===== src/hw/rtl/rpog_pkg.sv =====
// ----------------------------------------------------------------------------
// rpog_pkg: shared types and constants of the point residual outlier gate
// Holds the word layouts of both channels, the register set, the register
// indexes and the widths of the intermediate values of the datapath.
// ----------------------------------------------------------------------------
`default_nettype none

package rpog_pkg;

  // Number of register stages from input acceptance to the output register.
  localparam int unsigned NumStages = 7;

  // Datapath widths.
  localparam int unsigned QuatW  = 16;  // Q2.14 quaternion component
  localparam int unsigned QprodW = 32;  // product of two components
  localparam int unsigned CoordW = 32;  // Q16.16 coordinate
  localparam int unsigned DiffW  = 33;  // landmark minus position
  localparam int unsigned ElemW  = 34;  // Q6.28 rotation matrix entry
  localparam int unsigned ProdW  = 67;  // entry times difference
  localparam int unsigned SumW   = 69;  // exact dot product
  localparam int unsigned CamW   = 40;  // camera-frame coordinate, Q24.16
  localparam int unsigned OffW   = 17;  // pixel minus principal point
  localparam int unsigned PixW   = 16;  // Q12.4 pixel coordinate
  localparam int unsigned DepthW = 24;  // Q8.16 depth
  localparam int unsigned MagW   = 40;  // |offset| times depth
  localparam int unsigned PartW  = 56;  // |offset| * depth * 16-bit half
  localparam int unsigned BpSumW = 57;  // rounded back-projection sum
  localparam int unsigned BpMagW = 37;  // back-projection magnitude
  localparam int unsigned ObsW   = 38;  // signed back-projection
  localparam int unsigned ResW   = 41;  // unsaturated residual
  localparam int unsigned SqW    = 64;  // squared terms and their sum
  localparam int unsigned CfgW   = 32;  // configuration data width
  localparam int unsigned CfgIdxW = 3;

  // Fixed-point constants.
  localparam logic signed [ElemW-1:0] OneQ28  = ElemW'(2 ** 28);
  localparam logic signed [SumW-1:0]  HalfQ28 = SumW'(2 ** 27);
  localparam logic [BpSumW-1:0]       BpRound = BpSumW'(2 ** 19);

  // Register indexes.
  typedef logic [CfgIdxW-1:0] cfg_idx_t;
  localparam cfg_idx_t CfgPrincipalX  = 3'd0;
  localparam cfg_idx_t CfgPrincipalY  = 3'd1;
  localparam cfg_idx_t CfgInvFocalX   = 3'd2;
  localparam cfg_idx_t CfgInvFocalY   = 3'd3;
  localparam cfg_idx_t CfgOutlierLim  = 3'd4;

  // Register values after reset (limit is 0.15 squared in Q0.32).
  localparam logic [15:0] RstPrincipalX = 16'd5112;
  localparam logic [15:0] RstPrincipalY = 16'd3832;
  localparam logic [31:0] RstInvFocal   = 32'd8181066;
  localparam logic [31:0] RstOutlierLim = 32'd96636764;

  typedef struct packed {
    logic [15:0] principal_x;
    logic [15:0] principal_y;
    logic [31:0] inv_focal_x;
    logic [31:0] inv_focal_y;
    logic [31:0] outlier_limit;
  } cfg_t;

  // Input word: one observation.
  typedef struct packed {
    logic signed [QuatW-1:0]  quat_w;
    logic signed [QuatW-1:0]  quat_x;
    logic signed [QuatW-1:0]  quat_y;
    logic signed [QuatW-1:0]  quat_z;
    logic signed [CoordW-1:0] pose_x;
    logic signed [CoordW-1:0] pose_y;
    logic signed [CoordW-1:0] pose_z;
    logic signed [CoordW-1:0] point_x;
    logic signed [CoordW-1:0] point_y;
    logic signed [CoordW-1:0] point_z;
    logic [31:0]              pixel_uv;
    logic [DepthW-1:0]        depth;
  } in_word_t;

  // Output word: residual, its squared norm and the outlier flag.
  typedef struct packed {
    logic signed [CoordW-1:0] residual_x;
    logic signed [CoordW-1:0] residual_y;
    logic signed [CoordW-1:0] residual_z;
    logic [SqW-1:0]           squared_error;
    logic                     is_outlier;
  } out_word_t;

  typedef logic signed [CamW-1:0] cam_t;
  typedef logic signed [ObsW-1:0] obs_t;

  // Load enables of the pipeline stages; s1 is the first stage.
  typedef struct packed {
    logic s7;
    logic s6;
    logic s5;
    logic s4;
    logic s3;
    logic s2;
    logic s1;
  } stage_en_t;

endpackage

`default_nettype wire


===== src/hw/rtl/rpog_pipe_ctrl.sv =====
// ----------------------------------------------------------------------------
// rpog_pipe_ctrl: valid bits and load enables of the pipeline
// Each stage loads when it is empty or when the stage after it loads, so
// bubbles close up under backpressure and nothing is dropped or repeated.
// ----------------------------------------------------------------------------
`default_nettype none

module rpog_pipe_ctrl (
  input  wire logic                clk_i,
  input  wire logic                rst_ni,
  input  wire logic                in_valid_i,
  output logic                     in_ready_o,
  output logic                     out_valid_o,
  input  wire logic                out_ready_i,
  output rpog_pkg::stage_en_t      en_o
);
  import rpog_pkg::*;

  logic [NumStages-1:0] valid_q;
  logic [NumStages-1:0] valid_d;
  logic [NumStages:0]   load;

  // A stage may load when it is empty or its contents move on.
  assign load[NumStages] = out_ready_i;
  for (genvar k = 0; k < NumStages; k++) begin : g_stage
    assign load[k] = !valid_q[k] || load[k+1];
    if (k == 0) begin : g_first
      assign valid_d[k] = load[k] ? in_valid_i : valid_q[k];
    end else begin : g_rest
      assign valid_d[k] = load[k] ? valid_q[k-1] : valid_q[k];
    end
  end

  always_ff @(posedge clk_i or negedge rst_ni) begin
    if (!rst_ni) begin
      valid_q <= '0;
    end else begin
      valid_q <= valid_d;
    end
  end

  assign in_ready_o  = load[0];
  assign out_valid_o = valid_q[NumStages-1];
  assign en_o        = stage_en_t'(load[NumStages-1:0]);

endmodule

`default_nettype wire


===== config.mk =====
export PLATFORM = sky130hd
export DESIGN_NAME = rpog_pipe_ctrl
export DESIGN_NICKNAME = d
export VERILOG_FILES = /design/src/hw/rtl/rpog_pkg.sv /design/src/hw/rtl/rpog_pipe_ctrl.sv
export SDC_FILE = /design/constraint.sdc
export NUM_CORES = 1
export LEC_CHECK = 0
export ABC_CLOCK_PERIOD_IN_PS = 1500
export BUFFER_PORTS_ARGS = -buffer_cell sky130_fd_sc_hd__buf_2
export CORE_AREA = 2 2 39 41
export DETAILED_ROUTE_END_ITERATION = 8
export DIE_AREA = 0 0 41 43
export GPL_ROUTABILITY_DRIVEN = 0
export PLACE_DENSITY = 0.5
export SYNTH_ARGS = -nofsm -noshare
export SYNTH_HDL_FRONTEND = slang
export SYNTH_SLANG_ARGS = --single-unit

===== constraint.sdc =====
create_clock -name clk_i -period 1.5 [get_ports clk_i]
set_input_delay 0.375 -clock clk_i [delete_from_list [all_inputs] [get_ports clk_i]]
set_output_delay 0.375 -clock clk_i [all_outputs]
set_load 0.02 [all_outputs]

Word level (Yosys, flattened, before mapping)
Index checks and enable logic that the tools add are counted.
{"block": "word_totals", "regBits": 7, "input_bits": 4, "out_inout_bits": 9, "elab_cells": 21}
{"block": "classes", "reduce_logical": 14}
{"cell": "$logic_not 1->1", "count": 7}
{"cell": "$logic_or 1x1->1", "count": 7}

Logic depth before layout (Yosys ltp)
{"block": "depth", "word_depth": 8, "mapped_depth": 4, "depth_no_buf": 2}

Worst setup path after synthesis
No wires, ideal clock.
{"block": "synth_path", "kind": "reg-to-output", "from": "register valid_q[6]", "to": "output port en_o[0] (netlist name)", "t_arrival_ns": 1.324, "required_ns": 1.125, "slack_ns": -0.199, "stages_incl_launch_ff": 5, "n_path_buf": 2, "cell_sequence": "dfrtp_1 > and4b_1 > buf_6 > nand4_1 > buf_4"}
{"block": "synth_via", "elab_chain_cells": 8}
{"item": "start: declaration", "line": "rpog_pipe_ctrl.sv:19", "source": "logic [NumStages-1:0] valid_q;"}
{"item": "start signal: assignment", "line": "rpog_pipe_ctrl.sv:38", "source": "valid_q <= valid_d;"}
{"item": "$logic_not 1->1", "line": "rpog_pipe_ctrl.sv:26", "source": "assign load[k] = !valid_q[k] || load[k+1];"}
{"item": "$logic_or 1x1->1 (7 in a row)", "line": "rpog_pipe_ctrl.sv:26"}
{"item": "end: declaration", "line": "rpog_pipe_ctrl.sv:15", "source": "output rpog_pkg::stage_en_t en_o"}
Every way passes these cells.

Worst setup path in the final report
{"block": "layout_path", "from": "register valid_q[6]", "to": "output port in_ready_o"}
{"block": "layout_via", "elab_chain_cells": 8}
{"item": "$logic_not 1->1", "line": "rpog_pipe_ctrl.sv:26"}
{"item": "$logic_or 1x1->1 (7 in a row)", "line": "rpog_pipe_ctrl.sv:26"}
{"item": "end: declaration", "line": "rpog_pipe_ctrl.sv:12", "source": "output logic in_ready_o,"}
Every way passes these cells.

==> impl_metrics.yaml <==
floorplanning:
  io_pins: 13
  fp.dieArea_mm2: 0.00176
  die_x_um: 41
  initial_core_util: 0.220
  chipHeight_um: 43
  coreArea_mm2: 0.00138
  row_count: 14
sta:
  period_share: 1.08
  min_period_ps: 1620
  skew_ps: 4.59
  slew_headroom: 0.864
  setup_viol: 6
  fin_setup_tns_ps: -440
  drv_slew: 0
  worst_pin_slew_ps: 204
  finalHoldViolCount: 0
  setup_slack_ps: -119
  rsz0062_at_grt: "true"
  fmax_mhz: 618
yosys:
  ys_warn_count: 0
  avgSynthCellArea_um2: 11.7
  synth_compound_area_frac: 0.111
  yosys.area_share.simple: 0.222
  synth_cells: 26
  ys_ff_latch: 7
  synthArstFlopShare: 1.00
  yosys.area.top_type: "dfrtp_1"
  yosys.area.top_type_share: 0.576
  synthTopCellsByArea: "dfrtp_1, nand2b_1, a21o_1, buf_6, a41o_1"
  synth_xor_area_frac: 0
  synth_ff_type: "dfrtp_1"
  synthMuxAreaShare: 0
  ys_types: 16
  netlist_area_um2: 304
  synthTopCellsByCount: "dfrtp_1, nand2b_1, a21o_1, nand2_1"
  synth_edf_count: 0
  synth_fa_ha_area_frac: 0
  syn_nets: 30
  seq_area_frac_synth: 0.576
  yosysMostFrequentCell: "dfrtp_1"
  synth_top_family_by_area: "simple AND/OR/NAND/NOR gates"
clocking:
  max-clock-path-buffers: 2
  numCtsBuffers: 3
  clock_sinks: 7
  cts_tree: "built"
  cts_htree_levels: 1
  insertion_delay_ps: 250
  clk_pin_slew_ps: 50
  cts_root_buf: "clkbuf_4"
worst_setup_path:
  crit_start: "valid_q[6]"
  critPathArrivalTime_ps: 1240
  path_max_fanout: 5
  cp.required_ps: 1120
  end_kind: "output port"
  r2r_start: "valid_q[6]"
  timing.critical_path.buf_inv: 2
  worst_path_max_delay_cell: "dfrtp_2"
  slowest_delay_ps: 390
  worstSetupPathType: "flop to output port"
  critical_path.top_delay_family: "flip-flops"
  critPathLaunchType: "flop"
  cp_cell_sequence: "and4b_1 > buf_6 > nand4_1 > buf_4"
placed_design:
  dpl.hpwl_um: 418
  dp_slack_ps: -42.0
  place_area_um2: 369
  io_buffers: 12
drt:
  drtPass1Iterations: 2
  routedWlPerCell_um: 10.8
  postRouteWirelength_um: 657
  drtAntennaViolNets: 0
  drt-vias-per-instance: 4.30
  drt_first_iter_violations: 6
  drcViolationCount: 0
  dr_total_vias: 262
global_routing:
  grt_use_total: 0.0902
  grt_max_degree: 8
  antenna_found_initial: 0
  grt_pass1_wl_um: 1020
  first_global_vias: 241
  gr-total-overflow: 0
layout:
  nets: 50
  largest_registers: "valid_q x7"
  fin_util: 0.337
  drive_above_1_share: 0.467
  top_register: "valid_q"
  largest_reg_flops: 7
  fin_area_um2: 467
  num_antenna_cells: 0
  area_growth_pct: 53.5
  fillCellCount: 147
status:
  violations: "setup timing"
  outcome: "finished with violations"
worst_hold_path:
  worstHoldStart: "in_valid_i"
  hold_path_class: "primary input to flop"
power:
  powerDensity_mw_per_mm2: 1330
  vdd_drop_max_mv: 0.479
  p_leak_nw: 0.218
run:
  max-cap-violations: 0
worst register-to-register path: stages (launching register included):
cell     delay (ps)
dfrtp_2         390
and4b_1         220
buf_4           140
buf_2           140
buf_4           140
a41o_1          210
final cells by class:
class,instances,area (um2),area share
Tap cell,16,20.0,0.0429
Clock buffer,4,26.3,0.0563
Multi-Input combinational cell,15,101,0.217
Inverter,1,3.75,0.00804
Sequential cell,7,176,0.378
Timing Repair Buffer,18,139,0.298
stage by stage:
step / cells / power, mW / hold WS (ps)
5_1_grt: 61 / 0.659 / 331
6_report: 61 / 0.619 / 319
3_5_place_dp: 52 / 0.393 / 217
3_3_place_gp: 52 / 0.392 / 215
2_1_floorplan: 26 / 0.354 / 79.4
4_1_cts: 61 / 0.626 / 308
final timing paths:
path | to | slack, ps | depth (start not counted)
min in group asynchronous | valid_q[3] | 500 | 2
max | in_ready_o | -120 | 4
max in group asynchronous | valid_q[6] | 830 | 2
min reg2reg | valid_q[3] | 450 | 1
min | valid_q[0] | 320 | 2
max reg2reg | valid_q[0] | 150 | 5
power by group:
group | internal, mW | switching (mW)
clock network | 0.101 | 0.0669
logic | 0.105 | 0.108
registers | 0.218 | 0.0195
total | 0.424 | 0.195
kinds of logic after synthesis:
logic type | count (synthesis)
buffers and inverters | 4
AND/OR/NAND/NOR | 11
flip-flops | 7
AO/OA/AOI/OAI | 4
timing repair:
action,4_1_cts,5_1_grt
hold buffers,1,0
pin swaps,1,0
setup buffers,3,0
resized for setup,11,0
endpoints found under the hold margin,7,0
cloned,1,0
endpoints found under the setup margin,6,6
placed cells by master (no fill, tap or decap):
| master | count |
|---|---|
| buf_2 | 7 |
| dfrtp_1 | 6 |
| buf_4 | 5 |
| buf_6 | 5 |
| nand2b_1 | 3 |
| clkbuf_4 | 3 |
| nand2_1 | 2 |
| a21o_1 | 2 |
| nand3b_1 | 1 |
| and4b_1 | 1 |
| inv_1 | 1 |
| and2_1 | 1 |
| nand3_1 | 1 |
| nand4_1 | 1 |
| a41o_1 | 1 |
| a31o_1 | 1 |
| or2_1 | 1 |
| clkbuf_1 | 1 |
| dlygate4sd3_1 | 1 |
| dfrtp_2 | 1 |
per-layer routing:
layer	global-route usage	part of all wire	up-vias
li1	-	-	127
met1	0.123	0.54	122
met2	0.113	0.37	13
met3	0.0366	0.093	0
met4	0.0600	0	0
met5	0	0	-
(Power assumes the default switching activity.)
